==> src/design/olst_pkg.sv <==
// shared codes, field widths and cell control type for the ordered list store
package olst_pkg;

    // field widths of the command and result ports
    localparam int CMD_W    = 3;
    localparam int POS_W    = 8;
    localparam int DATA_W   = 32;
    localparam int STATUS_W = 2;
    localparam int COUNT_W  = 9;

    // widest stored value
    localparam int WIDE_W = 64;

    // default configuration
    localparam int DEF_CAPACITY    = 256;
    localparam int DEF_VALUE_WIDTH = 32;

    // command codes
    localparam logic [CMD_W-1:0] CMD_APPEND  = 3'd0;
    localparam logic [CMD_W-1:0] CMD_INSERT  = 3'd1;
    localparam logic [CMD_W-1:0] CMD_REPLACE = 3'd2;
    localparam logic [CMD_W-1:0] CMD_GET     = 3'd3;
    localparam logic [CMD_W-1:0] CMD_REMOVE  = 3'd4;

    // status codes
    localparam logic [STATUS_W-1:0] ST_OK    = 2'd0;
    localparam logic [STATUS_W-1:0] ST_RANGE = 2'd1;
    localparam logic [STATUS_W-1:0] ST_FULL  = 2'd2;

    // per-cell operation codes
    localparam logic [1:0] OP_HOLD     = 2'd0;
    localparam logic [1:0] OP_LOAD     = 2'd1;
    localparam logic [1:0] OP_SHIFT_UP = 2'd2;
    localparam logic [1:0] OP_SHIFT_DN = 2'd3;

    // control broadcast to every cell of the row
    typedef struct packed {
        logic [1:0] op;
        logic       rd;
    } t_cell_ctl;

endpackage

==> src/design/olst_cell.sv <==
// one list slot: holds an entry, loads, shifts with its neighbors, drives its read lane
module olst_cell #(
    parameter int INDEX = 0,
    parameter int TW    = 9,
    parameter int VW    = 32
) (
    input  logic                i_clk,
    input  olst_pkg::t_cell_ctl i_ctl,
    input  logic [TW-1:0]       i_tgt,
    input  logic [VW-1:0]       i_value,
    input  logic [VW-1:0]       i_left,
    input  logic [VW-1:0]       i_right,
    output logic [VW-1:0]       o_value,
    output logic [VW-1:0]       o_rd
);

    localparam logic [TW-1:0] MY_IDX = TW'(INDEX);

    logic [VW-1:0] r_value;
    logic [VW-1:0] n_value;
    logic [VW-1:0] r_rd;
    logic          match;
    logic          above;

    assign match = (i_tgt == MY_IDX);
    assign above = (MY_IDX > i_tgt);

    always_comb begin
        n_value = r_value;
        case (i_ctl.op)
            olst_pkg::OP_LOAD: begin
                if (match) n_value = i_value;
            end
            olst_pkg::OP_SHIFT_UP: begin
                if (match) n_value = i_value;
                else if (above) n_value = i_left;
            end
            olst_pkg::OP_SHIFT_DN: begin
                if (match || above) n_value = i_right;
            end
            default: n_value = r_value;
        endcase
    end

    always_ff @(posedge i_clk) begin
        r_value <= n_value;
        r_rd    <= (i_ctl.rd && match) ? r_value : '0;
    end

    assign o_value = r_value;
    assign o_rd    = r_rd;

endmodule

==> config.mk <==
export PLATFORM = sky130hd
export DESIGN_NAME = olst_cell
export DESIGN_NICKNAME = d
export VERILOG_FILES = /design/src/design/olst_pkg.sv /design/src/design/olst_cell.sv
export SDC_FILE = /design/constraint.sdc
export NUM_CORES = 1
export LEC_CHECK = 0
export ABC_CLOCK_PERIOD_IN_PS = 4300
export BUFFER_PORTS_ARGS = -buffer_cell sky130_fd_sc_hd__buf_2
export CAP_MARGIN = 5
export CELL_PAD_IN_SITES_DETAIL_PLACEMENT = 0
export CELL_PAD_IN_SITES_GLOBAL_PLACEMENT = 1
export CORE_ASPECT_RATIO = 1.75
export CORE_MARGIN = 2
export CORE_UTILIZATION = 32
export DETAILED_ROUTE_END_ITERATION = 10
export GPL_ROUTABILITY_DRIVEN = 0
export PLACE_DENSITY = 0.9
export SYNTH_ARGS = -nofsm -noshare
export SYNTH_HDL_FRONTEND = slang
export SYNTH_SLANG_ARGS = --single-unit
==> constraint.sdc <==
create_clock -name i_clk -period 4.3 [get_ports i_clk]
set_clock_uncertainty 0.1 [all_clocks]
set_input_delay 0.43 -clock i_clk [delete_from_list [all_inputs] [get_ports i_clk]]
set_output_delay 0.43 -clock i_clk [all_outputs]
set_load 0.01 [all_outputs]
Word level (Yosys, flattened, before mapping) --
Index checks and enable logic that the tools add are counted.
Storage, ports and cells: register bits after elaboration 64, bits of input ports 109, output and inout port bits 64, word-level logic and storage cells 19
Operators by class: $lt $le $gt $ge 1, eq/ne operators 6, mux-type cells 5, reduce and logical (&&, ||, !) cells 5
Operator list (count):
- $mux 32 | 4
- $pmux 32 s3 | 1
- $gt 1x9->1 const A | 1
- $logic_not 9->1 | 1
- $eq 2x2->1 const B | 2
- $ne 2x2->1 const B | 2
- $reduce_and 4->1 | 1
- $ne 3x3->1 const B | 1
- $reduce_bool 3->1 | 1
- $eq 2x1->1 const B | 1
- $logic_and 1x1->1 | 1
- $logic_or 1x1->1 | 1

Longest topological paths before layout --
depth after elaboration 4, mapped depth 7, mapped depth without buffers 5

Least setup slack after synthesis --
Ideal clock, no wire load.
kind input -> register, start point input port i_tgt[0], end point register r_value[0] (netlist: o_value[0]) (enable), arrival time 3036 ps, data required time 3763 ps, setup slack 727 ps, stages on the path 5, buffers on the path 2, cells stage by stage nor3_1 > and3_1 > buf_4 > buf_2 > a2bb2oi_1
Between the ends: word-level cells in the longest chain between the ends 4, elaborated cells between the ends (all ways) 7
RTL lines:
- start: declaration | line olst_cell.sv:9 | input logic [TW-1:0] i_tgt,
- $gt 1x9->1 or $logic_not 9->1 (tied branches) | line olst_cell.sv:26, olst_cell.sv:25
- $logic_or 1x1->1 | line olst_cell.sv:39 | if (match || above) n_value = i_right;
- $ne 2x2->1 (no line)
- $reduce_and 4->1 (no line) (*)
- end signal: assignment | line olst_cell.sv:46 | r_value <= n_value;
- end: declaration | line olst_cell.sv:19 | logic [VW-1:0] r_value;
Mark *: on every way between the ends. The rest lies on a longest branch, timed or not. A chain may end at the register's enable or synchronous reset.

Worst setup path after layout --
start point input port i_tgt[5], end point register r_value[2] (netlist: o_value[2]) (enable)
Same word-level chain as after synthesis.

==> Implementation_results.wiki <==
{| class="wikitable"
! Metric !! Value
|-
| Signal arrival time at the worst endpoint || 2.20 ns
|-
| Fill cell count || slightly below 900
|-
| DRC errors left || 0
|-
| Static Leakage || slightly above 2 nW
|-
| Clock tree from TritonCTS || done
|-
| Final Routed Wirelength || between 9 and 10 mm
|-
| Initial Utilization || 32.9%
|-
| Inserted Clock Buffers || 9
|-
| Post-synth top flop || edfxtp_1
|-
| Die extent in x || roughly 77 um
|-
| Clock insertion delay at the later pin of the skew report || 0.32 ns
|-
| Die outline area || 0.0101 mm2
|-
| Unrepaired setup endpoints after global routing || false
|-
| Relative slew slack || roughly 34%
|-
| Share of Yosys cell area claimed by the top area cell type || 32.3%
|-
| Cell type with the highest aggregate area in the netlist || edfxtp_1
|-
| Total of buffers placed on input and output ports || approximately 170
|-
| Startpoint of the worst-slack reg-to-reg timing path || o_value[10]
|-
| Final critical path time including I/O delays and setup || 2.36 ns
|-
| Count of hold buffers inserted by post-cts repair || 0
|-
| Final setup violation count || 0
|-
| Yosys warns || 0
|-
| Pin count of the biggest net entering global routing || 66
|-
| Hold Slack || 0.357 ns
|-
| Number of clock sinks seen by CTS || 64
|-
| Library cell contributing the largest single delay on the critical path || a2bb2oi_4
|-
| Half-perimeter wire length after detailed placement || approximately 6.6 mm
|-
| Accumulated negative setup slack || 0 ns
|-
| Setup repair bufs after CTS || 0
|-
| Number of cells produced by synthesis || 270
|-
| Library cell with the highest instance count after synthesis || and3_1
|-
| Number of cells after detailed placement || between 500 and 600
|-
| CP Max Fanout || 33
|-
| TritonRoute pass-1 iters || 4
|-
| Starting DRT DRC Count || between 100 and 150
|-
| Peak supply drop || between 200 and 250 uV
|-
| Hold violation count in the final report || 0
|-
| Reg-to-reg setup timing slack || ~3.5 ns
|-
| Worst-case reg-to-reg path depth || 1
|-
| Non-Filler Instances || between 500 and 600
|-
| Hold Path Depth || 2
|-
| Max-cap viol count || 0
|-
| Synthesized area || 0.00297 mm2
|-
| Via count of the first global-routing pass || around 2700
|-
| Final count of pins violating max slew || 0
|-
| Slew @ Worst Pin || between 0.9 and 1 ns
|-
| Power density of the placed cells || 383 mW/mm2
|-
| Crit-path leading delay family || compound AO/OA/AOI/OAI gates
|-
| CP endpoint kind || flip-flop
|-
| Number of enable-type register cells in the synthesized netlist || 32
|-
| Root cell of the clock tree || clkbuf_16
|-
| Post-DRT Antenna Nets || 0
|-
| Critical Path Start || i_tgt[5]
|-
| Die span in y || between 100 and 150 um
|-
| GRT Util Overall || 18.0%
|-
| Hold path start || i_value[26]
|-
| Element type at the critical path start || primary input
|-
| Final Net Count || ~540
|-
| Outcome || finished clean
|-
| Required time reported for the critical path endpoint || 4.14 ns
|-
| Top cells by area, synth || edfxtp_1 32%, dfxtp_1 22%, a311o_1 11%
|-
| Area of the core region || roughly 0.009 mm2
|-
| Sequential fraction of the synthesis area || 53.8%
|-
| Site row count || between 40 and 50
|-
| Wire length per cell || between 15 and 20 um
|-
| Total via count in the routed design || 2864
|-
| Maximum count of clock buffers along a single path || 2
|-
| Average size of a mapped cell || between 10 and 15 um2
|-
| P&R area growth vs syn || 40.8%
|-
| Fraction of layout instances using a drive strength above 1 || 46.1%
|-
| Worst Hold Path EP || o_value[26]
|-
| Synth cell types || 17
|-
| Share of synthesized registers carrying an async set or reset || 0%
|-
| Wire length of the first global-routing pass || 14.2 mm
|-
| Peak clock frequency supported by timing || between 400 and 500 MHz
|-
| Slowest stage delay, CP || approximately 0.74 ns
|-
| Level count of the clock H-tree || 3
|-
| Worst min-delay path class || primary input to flip-flop
|-
| Number of gates given a new drive strength after cts || 0
|-
| Via density || a little over 5
|-
| Worst r2r dst || o_rd[10]
|-
| Post-synthesis net count || approximately 380
|-
| Synthesized flop and latch total || 64
|-
| Total stage count of the critical path || 5
|-
| Count of pins on the block boundary || 173
|-
| Ordered cell list for the critical path || buf_2 -> nor4_4 -> buf_4 -> and3_2 -> a2bb2oi_4
|-
| Final Worst Setup Slack || approximately 1.9 ns
|-
| Setup Crit Path Kind || primary input to flip-flop
|-
| Tcrit/Tclk final || 55.0%
|-
| Worst setup timing slack at the placement stage || 1.57 ns
|-
| Number of antenna violations at the first check in global routing || 1
|-
| Sum of buffers and inverters on the critical path || 2
|-
| Remaining global-route overflow || 0
|-
| Clk slew on worst S/H paths || approximately 0.050 ns
|}
logic make-up (layout without fill, tap and decap cells):
kind of cell / Yosys count / in the layout / share of synthesized area, %
AO/OA/AOI/OAI: 97 / 97 / 27.2
adder cells (fa/ha/maj): 3 / 3 / 1.26
buffers and inverters: 36 / 198 / 5.38
flip-flops: 64 / 64 / 53.8
other: 0 / 1 / 0
AND/OR/NAND/NOR: 70 / 70 / 12.3
cell usage in the layout (no fill, tap or decap), types with 2 or more instances in the layout:
master	n
clkinv_2	2
inv_1	3
edfxtp_1	32
a311o_1	32
clkbuf_1	3
nor2_2	2
clkbuf_16	9
buf_2	172
and3_1	32
buf_4	7
a22o_1	32
dfxtp_1	32
a31oi_1	32
nand2_1	32
ha_1	2
power by group:
group	leakage, nW	internal (W)	switching [W]
clock network	0.134	0.000404	0.000240
logic	1.33	0.000115	0.000133
registers	0.554	0.000693	0.0000201
through the flow:
step	utilization [%]	area, um2	power, W
after floorplan	-	2970	0.000844
after global placement	43.4	3920	0.000971
after detailed placement	43.4	3920	0.000974
after CTS	46.3	4190	0.00162
after global routing	46.4	4190	0.00167
final	46.4	4190	0.00161
routing by layer:
metal / up-vias / track usage (%) / part of all wire [%] / wire [um]
li1: 1395 / - / - / -
met1: 1322 / 20.8 / 38 / 3500
met2: 126 / 30.4 / 53 / 4920
met3: 21 / 3.23 / 5.6 / 522
met4: 0 / 10.8 / 3.4 / 319
met5: - / 0 / 0 / 0
state kept, by name, summed over array words and instances, names as in the netlist:
register and flops:
o_rd 32, o_value 32
worst max-delay path by stage:
stage / to / slack, ns
finish: o_value[2] / 1.94
global route: o_value[2] / 1.75
CTS: o_value[2] / 1.91
detailed placement: o_value[27] / 1.57
global placement: o_value[27] / 1.60
floorplan: o_value[0] / 0.73
area by class of cell:
type	count	area, um2	area share (%)
sequential	64	1600	38.2
tap	120	150	3.58
timing repair buffer	179	913	21.8
antenna	1	2.50	0.0597
inverter	3	11.3	0.269
clock buffer	13	250	5.97
multi-input combinational	170	1240	29.7
clock inverter	3	16.3	0.388
Note: power is estimated with default switching activity, not from simulation.
